## src/gbe_pkg.sv

```systemverilog
// Shared types and codes for the gap buffer editor.
`default_nettype none

package gbe_pkg;

	// Operation codes carried by the op field
	typedef enum logic [2:0] {
		OP_INSERT     = 3'd0,
		OP_DEL_LEFT   = 3'd1,
		OP_DEL_RIGHT  = 3'd2,
		OP_MOVE_LEFT  = 3'd3,
		OP_MOVE_RIGHT = 3'd4,
		OP_TO_START   = 3'd5,
		OP_TO_END     = 3'd6,
		OP_READ       = 3'd7
	} op_t;

	// Result status codes
	typedef enum logic [1:0] {
		ST_DONE   = 2'd0,
		ST_NOROOM = 2'd1,
		ST_RANGE  = 2'd2
	} stat_t;

	// Commands from the controller to the datapath
	typedef struct packed {
		logic accept;    // input item taken this cycle
		logic copy;      // perform one gap copy step
		logic load_out;  // load the output register
	} gbe_cmd_t;

	// Status from the datapath to the controller
	typedef struct packed {
		logic start_copy;  // current input item needs a gap move by the copy engine
		logic copy_last;   // this copy step is the final one
		logic wr_pend;     // a copy write is still in flight
	} gbe_sts_t;

endpackage

`default_nettype wire

```

## src/gbe_ctrl.sv

```systemverilog
// Controller state machine: handshakes, copy sequencing and result staging.
`default_nettype none

module gbe_ctrl import gbe_pkg::*; (
	input  wire logic     clk,
	input  wire logic     arst_n,
	input  wire logic     in_valid,
	output logic          in_ready,
	output logic          out_valid,
	input  wire logic     out_ready,
	input  wire gbe_sts_t sts,
	output gbe_cmd_t      cmd
);

	typedef enum logic {
		S_IDLE,
		S_COPY
	} state_t;

	state_t state_q;
	logic   res_pend_q;
	logic   out_valid_q;
	logic   out_free;
	logic   accept;

	// Output register can take a new result when empty or being drained
	assign out_free  = !out_valid_q || out_ready;
	assign in_ready  = (state_q == S_IDLE) && !sts.wr_pend && (!res_pend_q || out_free);
	assign accept    = in_valid && in_ready;
	assign out_valid = out_valid_q;

	assign cmd.accept   = accept;
	assign cmd.copy     = (state_q == S_COPY);
	assign cmd.load_out = res_pend_q && out_free;

	// Hold state, pending result flag and output valid
	always_ff @(posedge clk or negedge arst_n) begin
		if (!arst_n) begin
			state_q     <= S_IDLE;
			res_pend_q  <= 1'b0;
			out_valid_q <= 1'b0;
		end else begin
			case (state_q)
				S_IDLE: begin
					if (accept && sts.start_copy) begin
						state_q <= S_COPY;
					end
				end
				S_COPY: begin
					if (sts.copy_last) begin
						state_q <= S_IDLE;
					end
				end
				default: begin
					state_q <= S_IDLE;
				end
			endcase

			if ((accept && !sts.start_copy) || (state_q == S_COPY && sts.copy_last)) begin
				res_pend_q <= 1'b1;
			end else if (cmd.load_out) begin
				res_pend_q <= 1'b0;
			end

			if (cmd.load_out) begin
				out_valid_q <= 1'b1;
			end else if (out_ready) begin
				out_valid_q <= 1'b0;
			end
		end
	end

	a_copy_end: assert property (@(posedge clk) disable iff (!arst_n)
		(state_q == S_COPY && sts.copy_last) |=> (res_pend_q && state_q == S_IDLE))
		else $error("copy end did not stage a result");

	a_load_valid: assert property (@(posedge clk) disable iff (!arst_n)
		cmd.load_out |=> out_valid_q)
		else $error("loaded result not presented");

	a_no_accept_copy: assert property (@(posedge clk) disable iff (!arst_n)
		(accept && sts.start_copy) |=> (state_q == S_COPY && !res_pend_q))
		else $error("gap move did not enter copy");

endmodule

`default_nettype wire

```

## config.mk

```make
export PLATFORM = sky130hd
export DESIGN_NAME = gbe_ctrl
export DESIGN_NICKNAME = d
export VERILOG_FILES = /design/src/gbe_pkg.sv /design/src/gbe_ctrl.sv
export SDC_FILE = /design/constraint.sdc
export NUM_CORES = 1
export LEC_CHECK = 0
export BUFFER_PORTS_ARGS = -buffer_cell sky130_fd_sc_hd__clkbuf_2
export CAP_MARGIN = 10
export CORE_AREA = 2 2 39 41
export DETAILED_ROUTE_END_ITERATION = 10
export DIE_AREA = 0 0 41 43
export GPL_TIMING_DRIVEN = 0
export SLEW_MARGIN = 20
export SYNTH_ARGS = -nofsm -noshare
export SYNTH_HDL_FRONTEND = slang
export SYNTH_SLANG_ARGS = --single-unit
export TNS_END_PERCENT = 100
```

## constraint.sdc

```tcl
create_clock -name clk -period 1.9 [get_ports clk]
set_input_delay 0.19 -clock clk [delete_from_list [all_inputs] [get_ports clk]]
set_output_delay 0.19 -clock clk [all_outputs]
set_load 0.01 [all_outputs]
```

==> out/results.ini <==
[outcome]
status=complete, no violations

[sta]
final.min_clock_period_ns=1.363
min_period_over_period=0.7171
final_hold_viol_count=0
clock-skew-final_ns=0.0008538
setup_viol_count_final=0
fin_tns_setup_ns=0
rsz0062_at_grt=no
maxSlewViolCount=0
relSlewSlack=0.9044
max_freq_mhz=733.9
tightest_slew_ns=0.1429

[placed_design]
port_buffers=11
globalplace.congestion=0.5046

[final_layout]
post-route-util=0.2034
area_growth_syn_to_layout_pct=65.44
nets=41
mostFrequentLayoutCell=clkbuf_2
diodes=0
final_layout_size_suffix_gt1_frac=0.5152
final_cell_mix=11 x clkbuf_2, 3 x clkbuf_4, 3 x dfrtp_1

[pwr]
clkPwrFrac=0.464
power_frac_seq=0.329
power.internal_mw=0.1787
p_sw_frac=0.2507
vdd_drop_max_uv=129.5
p_leak_nw=0.1564
switchingPower_mw=0.05979
pwr-share-comb=0.207
powerDensity_nw_per_um2=847.1

[drt]
drcViolationCount=0
routed_wl_um=349
routedWlPerCell_um=7.122
drt_iter0_drc=1
vias=169
dr.pass1.iters=2
ant_nets=0
drt-vias-per-instance=3.449

[clock_tree]
cts_buffers=3
path_clk_slew_ns=0.04
cts_sinks=3
cts_tree=done
clkLatencyLatePin_ns=0.23
cts_resized=0
htreeDepth=1
cts.path.max_buffers=2
root_buffer=clkbuf_4

[floorplan]
die_h_um=43
dieArea_um2=1763
die-width_um=41
initial_core_util=0.1230
num_io_pins=12
fp.coreArea_um2=1384
rows=14

[critical_path]
worst_path_dominant_cell_family=flip-flops
crit_arrival_ns=1.17
critPathKind=flip-flop to primary output
rrSetupSlack_ns=0.82
crit_required_ns=1.71
crit_chain=nor2_1 > and3_1 > buf_4 > clkbuf_2
cp_num_buf_inv=2
start_kind=flip-flop
cp_max_fo=5
critPathCaptureType=primary output
max_stage_delay_ns=0.40
crit_slowest_cell=dfrtp_1

[yosys]
syn_area_um2=170.2
synthTopCellsByArea=dfrtp_1 44%, buf_4 8.8%, and2_1 7.4%
ys_warn_count=0
seq_area_frac_synth=0.4412
syn_area_per_cell_um2=10.01
syn-num-nets=24
synth_top_area_cell=dfrtp_1
synth_seq_cells=3
netlist-cell-type-count=12
yosysTopAreaCellShare=0.4412
synthCells=17

[global_route]
grt.total_usage=0.05120
gr-total-overflow=0
grt_antenna_before_repair=0
grt_pass1_wl_um=489
grt_max_degree=6
grt_pass1_vias=149

[job]
drv_cap=0

[worst_hold_path]
hp-class=input port to flip-flop

[tightest hold or removal path: cells and delay by family]
| kind | cells | cell delay, ns |
|---|---|---|
| and+or+nand+nor | 2 | 0.12 |
| buffers and inverters | 1 | 0.09 |
[power by group through the flow]
stage          Clock [mW]  Sequential, mW  Combinational (mW)
4_1_cts             0.117          0.0787              0.0504
6_report            0.111          0.0784              0.0495
3_3_place_gp            0          0.0795              0.0480
3_5_place_dp            0          0.0796              0.0487
5_1_grt             0.128          0.0792              0.0549
2_1_floorplan           0          0.0804              0.0250
[kinds of logic after synthesis]
logic type | synth area share
flip-flops | 0.4412
buffers and inverters | 0.08821
AO/OA/AOI/OAI | 0.05883
AND/OR/NAND/NOR | 0.4117
[path summary, 6_finish.rpt]
| check | depth (start not counted) | from | end |
|---|---|---|---|
| hold / removal | 3 | sts[1] | res_pend_q |
| hold reg to reg | 1 | res_pend_q | out_valid |
| max in group asynchronous | 2 | arst_n | res_pend_q |
| min in group asynchronous | 2 | arst_n | state_q |
| setup reg to reg | 2 | state_q | res_pend_q |
| setup / recovery | 4 | state_q | cmd[2] |
[synthesized netlist by cell type, drive strengths merged]
| library cell | count |
|---|---|
| nor2b | 1 |
| or4b | 1 |
| nand3 | 1 |
| and3 | 1 |
| nand2b | 2 |
| nand2 | 1 |
| and2 | 2 |
| a41o | 1 |
| nand3b | 1 |
| nor2 | 1 |
| dfrtp | 3 |
| buf | 2 |
[area by class of cell]
class	instances	area [µm²]
Sequential cell	3	75.07
Timing Repair Buffer	12	65.06
Buffer	2	15.01
Clock buffer	4	26.28
Fill cell	155	1102
Multi-Input combinational cell	12	80.08
Tap cell	16	20.02
[per-layer routing]
metal	vias up	GRT usage	routed length, µm
li1	90	-	-
met4	0	0.1000	12
met5	-	0	0
met2	8	0.06563	177
met1	69	0.02894	126
met3	2	0.03141	32
[stage by stage]
step,power (mW),setup slack (ns),std cells,hold slack [ns],instance area [µm²]
2_1_floorplan,0.1054,0.8759,17,-0.1056,170.2
3_3_place_gp,0.1275,0.7607,44,-0.01120,245.2
3_5_place_dp,0.1283,0.7714,44,-0.01207,245.2
4_1_cts,0.2457,0.5200,49,0.2126,281.5
5_1_grt,0.2621,0.4144,49,0.2105,281.5
6_report,0.2385,0.5375,49,0.2149,281.5
[registers in the layout, indices dropped and copies added (netlist names)]
name / flops
res_pend_q: 1
state_q: 1
out_valid: 1
[what timing repair did]
item / 4_1_cts / 5_1_grt
endpoints found under the hold margin: 3 / 0
setup buffers: 0 / 0
hold buffers: 1 / 0
No activity file was read; power rests on OpenSTA's default activity.
